===== config.mk =====
export PLATFORM = sky130hd
export DESIGN_NAME = cqtr_csr
export DESIGN_NICKNAME = d
export VERILOG_FILES = /design/src/cqtr_pkg.sv /design/src/cqtr_csr.sv
export SDC_FILE = /design/constraint.sdc
export NUM_CORES = 1
export LEC_CHECK = 0
export ABC_CLOCK_PERIOD_IN_PS = 3340
export BUFFER_PORTS_ARGS = -buffer_cell sky130_fd_sc_hd__buf_2
export CAP_MARGIN = 15
export CORE_MARGIN = 5
export CORE_UTILIZATION = 47
export DETAILED_ROUTE_END_ITERATION = 10
export GPL_ROUTABILITY_DRIVEN = 1
export PLACE_DENSITY = 0.85
export SYNTH_ARGS = -nofsm -noshare
export SYNTH_HDL_FRONTEND = slang
export SYNTH_SLANG_ARGS = --single-unit

===== constraint.sdc =====
create_clock -name clock -period 3.34 [get_ports clock]
set_clock_uncertainty 0.1 [all_clocks]
set_input_delay 0.668 -clock clock [delete_from_list [all_inputs] [get_ports clock]]
set_output_delay 0.668 -clock clock [all_outputs]
set_load 0.05 [all_outputs]

===== src/cqtr_pkg.sv =====
// ----------------------------------------------------------------------------
// cqtr_pkg
// Shared types, constants and helper functions of the cube quadtree tile
// residency block.
// ----------------------------------------------------------------------------
package cqtr_pkg;

   localparam int MAX_TREE_LEVEL_DEF = 6;
   localparam int FRAME_BITS_DEF     = 32;
   localparam int FACE_COUNT         = 6;
   localparam int OFFSET_W           = 20;
   localparam int CSR_AW             = 3;

   localparam logic [CSR_AW-1:0] CSR_ADDR_BASE_SPLIT = 3'd0;
   localparam logic [CSR_AW-1:0] CSR_ADDR_GRACE      = 3'd4;
   localparam logic [2:0]        BASE_SPLIT_MAX      = 3'd4;
   localparam logic [31:0]       GRACE_RESET         = 32'd60;

   typedef enum logic [1:0] {
      MODE_ADD      = 2'd0,
      MODE_LOOKUP   = 2'd1,
      MODE_COMPLETE = 2'd2,
      MODE_PURGE    = 2'd3
   } mode_type;

   typedef enum logic [1:0] {
      ST_NOTLOADED = 2'd0,
      ST_LOADING   = 2'd1,
      ST_LOADED    = 2'd2,
      ST_FAILED    = 2'd3
   } tile_state_type;

   typedef enum logic [3:0] {
      S_CLEAR,
      S_IDLE,
      S_DISP,
      S_ADD_RD,
      S_ADD_WR,
      S_LK_RD,
      S_LK_CHK,
      S_LK_WR_EX,
      S_LK_WR_RES,
      S_CP_RD,
      S_CP_WR,
      S_PG_RD,
      S_PG_WR,
      S_DONE
   } eng_state_type;

   typedef struct packed {
      logic [2:0]  base_split;
      logic [31:0] grace_frames;
   } cfg_type;

   typedef struct packed {
      mode_type    mode;
      logic [2:0]  face;
      logic [3:0]  level;
      logic [18:0] coord_i;
      logic [18:0] coord_j;
      logic        load_ok;
      logic [31:0] frame;
   } item_type;

   typedef struct packed {
      logic        hit;
      logic [3:0]  res_level;
      logic [4:0]  level_diff;
      logic [18:0] off_u;
      logic [18:0] off_v;
      logic        request_valid;
      logic [3:0]  req_level;
      logic [7:0]  req_i;
      logic [7:0]  req_j;
      logic [14:0] evicted_count;
      logic        accepted;
   } result_type;

   // Index of the first node of tree level d inside one face: (4^d - 1) / 3.
   function automatic logic [OFFSET_W-1:0] level_offset(input logic [3:0] d);
      logic [OFFSET_W-1:0] r;
      r = '0;
      for (int k = 0; k < 9; k++) begin
         if (4'(k) < d) begin
            r = r | (OFFSET_W'(1) << (2 * k));
         end
      end
      return r;
   endfunction

   // Interleaves two 8-bit tile indices, i in the even bits and j in the odd.
   function automatic logic [15:0] morton(input logic [7:0] pi, input logic [7:0] pj);
      logic [15:0] m;
      m = '0;
      for (int b = 0; b < 8; b++) begin
         m[2*b]   = pi[b];
         m[2*b+1] = pj[b];
      end
      return m;
   endfunction

endpackage


===== src/cqtr_csr.sv =====
// ----------------------------------------------------------------------------
// cqtr_csr
// APB-style register file holding base_split and grace_frames.
// ----------------------------------------------------------------------------
module cqtr_csr (
   input  logic                        clock,
   input  logic                        reset,
   input  logic                        psel,
   input  logic                        penable,
   input  logic                        pwrite,
   input  logic [cqtr_pkg::CSR_AW-1:0] paddr,
   input  logic [31:0]                 pwdata,
   output logic [31:0]                 prdata,
   output logic                        pready,
   output cqtr_pkg::cfg_type           cfg
);

   logic [2:0]  split_ff, split_in;
   logic [31:0] grace_ff, grace_in;
   logic        wr_en;

   assign pready = 1'b1;
   assign wr_en  = psel && penable && pwrite;

   always_comb begin
      split_in = split_ff;
      grace_in = grace_ff;
      if (wr_en) begin
         case (paddr)
            cqtr_pkg::CSR_ADDR_BASE_SPLIT: begin
               split_in = (pwdata[2:0] > cqtr_pkg::BASE_SPLIT_MAX) ?
                          cqtr_pkg::BASE_SPLIT_MAX : pwdata[2:0];
            end
            cqtr_pkg::CSR_ADDR_GRACE: begin
               grace_in = pwdata;
            end
            default: begin
            end
         endcase
      end
   end

   always_ff @(posedge clock) begin
      if (reset) begin
         split_ff <= '0;
         grace_ff <= cqtr_pkg::GRACE_RESET;
      end else begin
         split_ff <= split_in;
         grace_ff <= grace_in;
      end
   end

   always_comb begin
      case (paddr)
         cqtr_pkg::CSR_ADDR_BASE_SPLIT: prdata = {29'd0, split_ff};
         cqtr_pkg::CSR_ADDR_GRACE:      prdata = grace_ff;
         default:                       prdata = '0;
      endcase
   end

   assign cfg.base_split   = split_ff;
   assign cfg.grace_frames = grace_ff;

endmodule


==> metrics.txt, run 1 <==
status=finished, final reports clean; layout cells sized above 1=43.0%; crit share post-route=74.1%; leak pwr=1.18 nW; Site Rows=22; CP endpoint kind=output port; routed wire length=4130 um; P&R area growth vs syn=33.9%; clock power share=36.2%; H-tree depth=2; Final Power=0.816 mW; final antenna-violating net count=0; setup bufs post-CTS=0; Max Slew Vio Count=0; RSZ-0062 raised after global routing=no; commonest cells after routing, fill and taps aside=buf_2 (106), nand2b_1 (57), mux2i_1 (35), dfxtp_1 (35), and2_1 (20); Synth Area in XOR/XNOR=0%; drt drc=0; dpl hpwl=3100 um; vias=1591; Die Ht=72.6 um; Max VDD drop=0.000237 V; GPL Wtd Cong=0.793; Internal=0.625 mW; Main synth FF type=dfxtp_1; Worst EP arrival=1710 ps; Met2 Wirelength=1980 um; mapped cell area=0.00184 mm^2; CTS Buf Count=5; Seq pwr share=51.8%; Worst Slack Setup Final=865 ps; Seq cells post-synth=35; Logic pwr share=12.0%; count of different cell masters after synthesis=21; CTS tree=done; Slew HR=45.3%; met3 wire length=343 um; multiplexer share of the synthesized area=19.0%; Post-synth EDFFs=0; core area=0.00374 mm^2; Net Sw Frac=23.5%; Starting Density=49.3%; DP Worst Slack=862 ps; clk slew on worst S/H paths=70 ps; number of global-route vias before repair=1478; Syn Inst Count=197; die width=72.6 um; Setup-failing EPs final=0; reg-to-reg slack, setup=2460 ps; Max Used Layer=met4; Hold Buf Count CTS=0; main combinational cell family by area after synthesis=simple AND/OR/NAND/NOR gates; placed inst area=0.00238 mm^2; startpoint types=primary input; PortBufs=106; violation count after the first detailed-route iteration=78; largest net degree at the start of global routing=69; vias per std cell=4.60; commonest non-fill, non-tap cell in the layout=buf_2; Mapped Avg Cell Area=9.36 um^2; Min-Delay Path Class=reg -> reg; Tmin final=2470 ps; Layout fillers=325; post-synthesis sequential area ratio=38.0%; Final Hold Fails=0; post-DR wirelength/cell=11.9 um; Initial DRT Pass Iterations=4; worst skew pair latency=280 ps; residual overflow from global routing=0; critical path peak fanout=29; yosys warns=0; overall global routing resource usage=15.4%; Req. time, crit path=2570 ps; Mapped Nets=237; setup TNS=0 ps; pwr dens=331 mW/mm^2; initial antenna violation count=0; Worst-Margin Slew=820 ps; Crit Path Category=in -> out; Max Cap Viol=0; first-pass GRT wire length=6530 um; Compound-Gate Fraction of Synth Area=1.83%; async set-or-reset flop fraction in the synthesized netlist=0%; maximum achievable frequency=404 MHz; met1 wire length=1720 um; clock buffer depth=2; Final #Nets=338; post-CTS sizing=0; Boundary Pins=108; CTS root buffer=clkbuf_8; final instance area=0.00247 mm^2; die area=0.00528 mm^2; NetSw=0.192 mW; diode count=0; Post-Synth Simple-Gate Area=36.1%; Post-Synth Adder-Cell Area=0%; Clock Sinks=35
## layout make-up
class | instances | area [um^2] | share of cell area, %
clock buffer | 6 | 82.6 | 3.35
clock inverter | 1 | 5.00 | 0.203
inverter | 1 | 3.75 | 0.152
multi-input combinational | 146 | 1060 | 43.1
sequential | 35 | 701 | 28.4
tap | 48 | 60.1 | 2.43
timing repair buffer | 109 | 553 | 22.4
## logic make-up after synthesis
kind of cell,after synthesis
buffers and inverters,16
AOI/OAI and AO/OA,6
DFF,35
muxes,35
other,1
and+or+nand+nor,104
## worst max-delay path: stages
cell,delay (ps)
buf_2,160
nor3b_2,180
buf_4,270
and2_2,180
buf_2,250
## cell usage after synthesis, types with 2 or more instances
cell type   n  area, um^2
buf_6       3        33.8
nor2_1      8        30.0
or4b_1      2        20.0
mux2i_1    35         350
buf_4       2        15.0
dfxtp_1    35         701
clkbuf_1   10        37.5
and2_2      9        67.6
o21ai_0     3        15.0
nor3_1      3        15.0
nand2b_1   57         357
and2_1     20         125
a21oi_1     2        10.0
## flip-flops by register name, indices dropped and copies added (netlist names)
register and count:
grace_ff 32, split_ff 3
## power by group through the flow
stage | clock [mW] | combinational [mW] | sequential, mW
after floorplan | 0 | 0.0541 | 0.442
after global placement | 0 | 0.0975 | 0.432
after detailed placement | 0 | 0.0986 | 0.432
after CTS | 0.307 | 0.0989 | 0.422
after global routing | 0.319 | 0.108 | 0.423
final | 0.296 | 0.0980 | 0.422
## layer usage
layer	track usage, %	up-vias
met2	26.4	58
met1	18.1	694
met3	3.86	8
met4	6.76	0
met5	0	-
li1	-	831
## path summary, 6_finish.rpt
path,startpoint,to,cells past startpoint
worst max-delay path,paddr[2],prdata[29],5
worst max register to register,split_ff[2],split_ff[2],3
worst min-delay path,grace_ff[20],grace_ff[20],2
worst min register to register,grace_ff[20],grace_ff[20],2
## through the flow
step	hold slack [ps]	cells	util, %
finish	385	346	65.9
global route	408	346	65.9
CTS	387	346	65.9
detailed placement	372	339	63.6
global placement	366	339	63.6
floorplan	600	197	-
Note: power is estimated with default switching activity, not from simulation.
==> run 2: changes to the inputs <==
ABC_CLOCK_PERIOD_IN_PS = 2400   (was 3340)
CORE_UTILIZATION = 43   (was 47)
PLACE_DENSITY = 0.79   (was 0.85)
clock period = 2.4 ns   (was 3.34 ns; I/O delays follow)
==> run 2 against run 1 <==
  * Cell count rose by 1.7%
  * Sequential power rose by 39%
  * Die area rose by 8.0%
  * Combinational power rose by 45%
  * Non-clock buffer count rose by 3
  * Sequential cell count did not move
  * Clock power rose by 53%
  * Worst setup slack got worse by 520 ps
  * Total power rose by 45%
  * Clock-buffer cell count rose by 2
==> metrics.txt, run 2 (synthesized netlist as in run 1, its figures left out) <==
reg2reg end=split_ff[2]; drt drc=0; startpoint types=primary input; leak pwr=1.20 nW; Site Rows=23; Worst EP arrival=1470 ps; Die Ht=75.5 um; die width=75.5 um; CP endpoint kind=output port; Boundary Pins=108; RSZ-0062 raised after global routing=no; post-CTS sizing=0; Final Hold Fails=0; diode count=0; FF-to-FF path depth=3; PortBufs=106; setup bufs post-CTS=0; layout cells sized above 1=44.4%; pwr dens=469 mW/mm^2; Crit Path Category=in -> out; first-pass GRT wire length=6680 um; biggest regs=grace_ff (32), split_ff (3); core area=0.00409 mm^2; CTS tree=done; crit share post-route=85.5%; Max VDD drop=0.000340 V; final antenna-violating net count=0; worst skew pair latency=270 ps; Tmin final=2050 ps; P&R area growth vs syn=36.7%; violation count after the first detailed-route iteration=45; initial antenna violation count=0; commonest cells after routing, fill and taps aside=buf_2 (106), nand2b_1 (57), mux2i_1 (35), dfxtp_1 (35), and2_1 (20); Req. time, crit path=1820 ps; Clock Sinks=35; die area=0.00570 mm^2; CTS Buf Count=5; Max Slew Vio Count=0; Worst Setup SP=paddr[2]; Min-Delay Path Class=in -> reg; final core occ=61.7%; Post-Layout Cell Count=352; Max Cap Viol=0; residual overflow from global routing=0; Initial DRT Pass Iterations=5; routed wire length=4310 um; GPL Wtd Cong=0.810; critical path peak fanout=13; status=finished, final reports clean; hold path start=pwdata[25]; total placed cells including tap cells=344; commonest non-fill, non-tap cell in the layout=buf_2; CTS root buffer=clkbuf_8; Final Power=1.18 mW; H-tree depth=2; vias=1618; Starting Density=45.1%; maximum achievable frequency=488 MHz; number of global-route vias before repair=1519; hold path cells=3; Hold Buf Count CTS=0; largest net degree at the start of global routing=36; overall global routing resource usage=15.2%; hold_ws=355 ps; post-DR wirelength/cell=12.2 um; clk slew on worst S/H paths=60 ps; largest reg by FF count=grace_ff; clock buffer depth=2; vias per std cell=4.60; reg-to-reg slack, setup=1510 ps; Final #Nets=341; Largest register FFs=32; dpl hpwl=3280 um; Worst Hold Path EP=grace_ff[25]; Setup-failing EPs final=0; setup TNS=0 ps; worst reg2reg startpoint=split_ff[2]
-- run 2: changes by cell type in the layout (fill, tap and decap cells not counted) --
cell,change
buf_4,+3
clkbuf_1,+1
clkinv_2,-1
nor3_1,-3
nor3_2,+3
clkbuf_8,+1
-- run 2: layout make-up --
cell class                      instances  area (um^2)
Clock buffer                            8          100
Timing Repair Buffer                  112          576
Multi-Input combinational cell        146         1080
Inverter                                1         3.75
Fill cell                             353         1570
Tap cell                               50         62.6
Sequential cell                        35          701
-- run 2: power breakdown --
part	internal [mW]	total (mW)	switching, mW
sequential	0.585	0.588	0.00286
clock	0.262	0.453	0.191
combinational	0.0622	0.142	0.0795
-- run 2: routing by layer --
metal  up-vias  global-route usage [%]  part of all wire [%]
li1        842                       -                     -
met1       707                    17.0                    41
met2        63                    26.9                    48
met3         6                    3.96                   9.8
met4         0                    6.41                   1.5
met5         -                       0                     0
-- run 2: worst max-delay path by stage --
stage / to / slack [ps] / depth (start not counted)
after floorplan: prdata[19] / 120 / 5
after global placement: prdata[31] / 380 / 5
after detailed placement: prdata[28] / 330 / 5
after CTS: prdata[28] / 330 / 5
after global routing: prdata[30] / 270 / 5
final: prdata[28] / 350 / 5
-- run 2: worst max-delay path, stage by stage --
cell and delay [ps]:
buf_2 150, nor3b_2 220, buf_4 220, and2_2 160
buf_2 250
-- run 2: per-stage QoR --
step	cell area (um^2)	setup WS, ps
CTS	2520	331
global route	2520	270
global placement	2420	375
detailed placement	2420	334
finish	2520	349
floorplan	1860	120
==> run 3: changes to the inputs <==
CORE_MARGIN = 4   (was 5)
SLEW_MARGIN = 20   (was not set)
==> run 3 against run 2 <==
  * Die area decreased by 5.2%
  * Sequential power about the same
  * Global-route usage about the same
  * Critical path depth unchanged
  * Non-clock buffer count unchanged
  * Combinational power about the same
  * Critical endpoint is now prdata[11]
  * Largest power group unchanged
==> metrics.txt, run 3 (synthesized netlist as in run 1, its figures left out) <==
reg2reg end=split_ff[2]; Tmin final=2070 ps; Site Rows=23; Boundary Pins=108; Final Hold Fails=0; violation count after the first detailed-route iteration=33; Max Slew Vio Count=0; die area=0.00540 mm^2; crit share post-route=86.3%; worst skew pair latency=260 ps; clk slew on worst S/H paths=60 ps; Worst Slack Setup Final=330 ps; P&R area growth vs syn=35.2%; initial antenna violation count=0; commonest non-fill, non-tap cell in the layout=buf_2; Max Cap Viol=0; vias per std cell=4.63; Post-Layout Cell Count=350; CP cell instances=buf_2 -> nor3b_2 -> buf_4 -> and2_2 -> buf_2; CP endpoint kind=output port; Worst Setup SP=paddr[2]; hold path start=pwdata[15]; largest reg by FF count=grace_ff; Crit Path Category=in -> out; pwr dens=439 mW/mm^2; maximum achievable frequency=483 MHz; routed wire length=4160 um; layout cells sized above 1=44.0%; dpl hpwl=3210 um; number of global-route vias before repair=1478; post-DR wirelength/cell=11.9 um; post-CTS sizing=0; first-pass GRT wire length=6520 um; status=finished, final reports clean; FF-to-FF path depth=3; GPL Wtd Cong=0.699; biggest regs=grace_ff (32), split_ff (3); crit-path most repeated cell=buf_2; leak pwr=1.19 nW; die width=73.5 um; CP max stage cell=buf_2; residual overflow from global routing=0; vias=1619; Setup-failing EPs final=0; Max VDD drop=0.000388 V; PortBufs=106; Clock Sinks=35; core area=0.00409 mm^2; Worst EP arrival=1490 ps; RSZ-0062 raised after global routing=no; Final Power=1.10 mW; Initial DRT Pass Iterations=4; CTS Buf Count=5; Req. time, crit path=1820 ps; Starting Density=45.1%; total placed cells including tap cells=344; CTS root buffer=clkbuf_8; final antenna-violating net count=0; startpoint types=primary input; Final #Nets=341; Largest register FFs=32; drt drc=0; Min-Delay Path Class=in -> reg; H-tree depth=2; clock buffer depth=2; CTS tree=done; setup TNS=0 ps; Die Ht=73.5 um; slowest stage delay, CP=250 ps; diode count=0; setup bufs post-CTS=0; commonest cells after routing, fill and taps aside=buf_2 (106), nand2b_1 (57), mux2i_1 (35), dfxtp_1 (35), and2_1 (20); worst setup path endpoint=prdata[11]; Hold Buf Count CTS=0; overall global routing resource usage=15.2%; DP Worst Slack=330 ps; worst reg2reg startpoint=split_ff[2]; critical path peak fanout=15; largest net degree at the start of global routing=28; reg-to-reg slack, setup=1550 ps
[run 3: metal layers]
layer | global-route usage (%) | vias up | wire [um]
met4 | 5.23 | 0 | 16
li1 | - | 833 | -
met5 | 0 | - | 0
met3 | 4.10 | 2 | 356
met2 | 26.0 | 62 | 2000
met1 | 18.2 | 722 | 1780
[run 3: worst min-delay path by stage]
stage                   endpoint  slack (ps)  cells after the start
global route        grace_ff[30]         360                      3
CTS                 grace_ff[30]         350                      3
global placement    grace_ff[27]         370                      2
detailed placement  grace_ff[15]         370                      2
finish              grace_ff[15]         360                      3
floorplan            split_ff[2]         520                      2
[run 3: through the flow]
stage / hold slack (ps) / cell area, um^2 / util, %
after floorplan: 524 / 1860 / -
after global placement: 368 / 2420 / 59.2
after detailed placement: 374 / 2420 / 59.2
after CTS: 350 / 2490 / 61.0
after global routing: 362 / 2490 / 61.0
final: 364 / 2490 / 61.0
[run 3: cell type report]
class                   instances  area (um^2)
fillers                       359         1590
inverters                       1         3.75
repair buffers                112          576
clock buffers                   6         72.6
flip-flops and latches         35          701
multi-input cells             146         1080
well taps                      50         62.6
[run 3: report_power, final]
group | leakage (nW) | switching [mW] | total [mW] | internal, mW
Combinational | 0.869 | 0.0797 | 0.142 | 0.0622
Sequential | 0.282 | 0.00284 | 0.588 | 0.585
Clock | 0.0371 | 0.173 | 0.366 | 0.193
Total | 1.19 | 0.255 | 1.10 | 0.840
[run 3: worst max-delay path: cells and delay by family]
family / cells / cell delay (ps)
buf+inv: 3 / 630
simple gates: 2 / 380
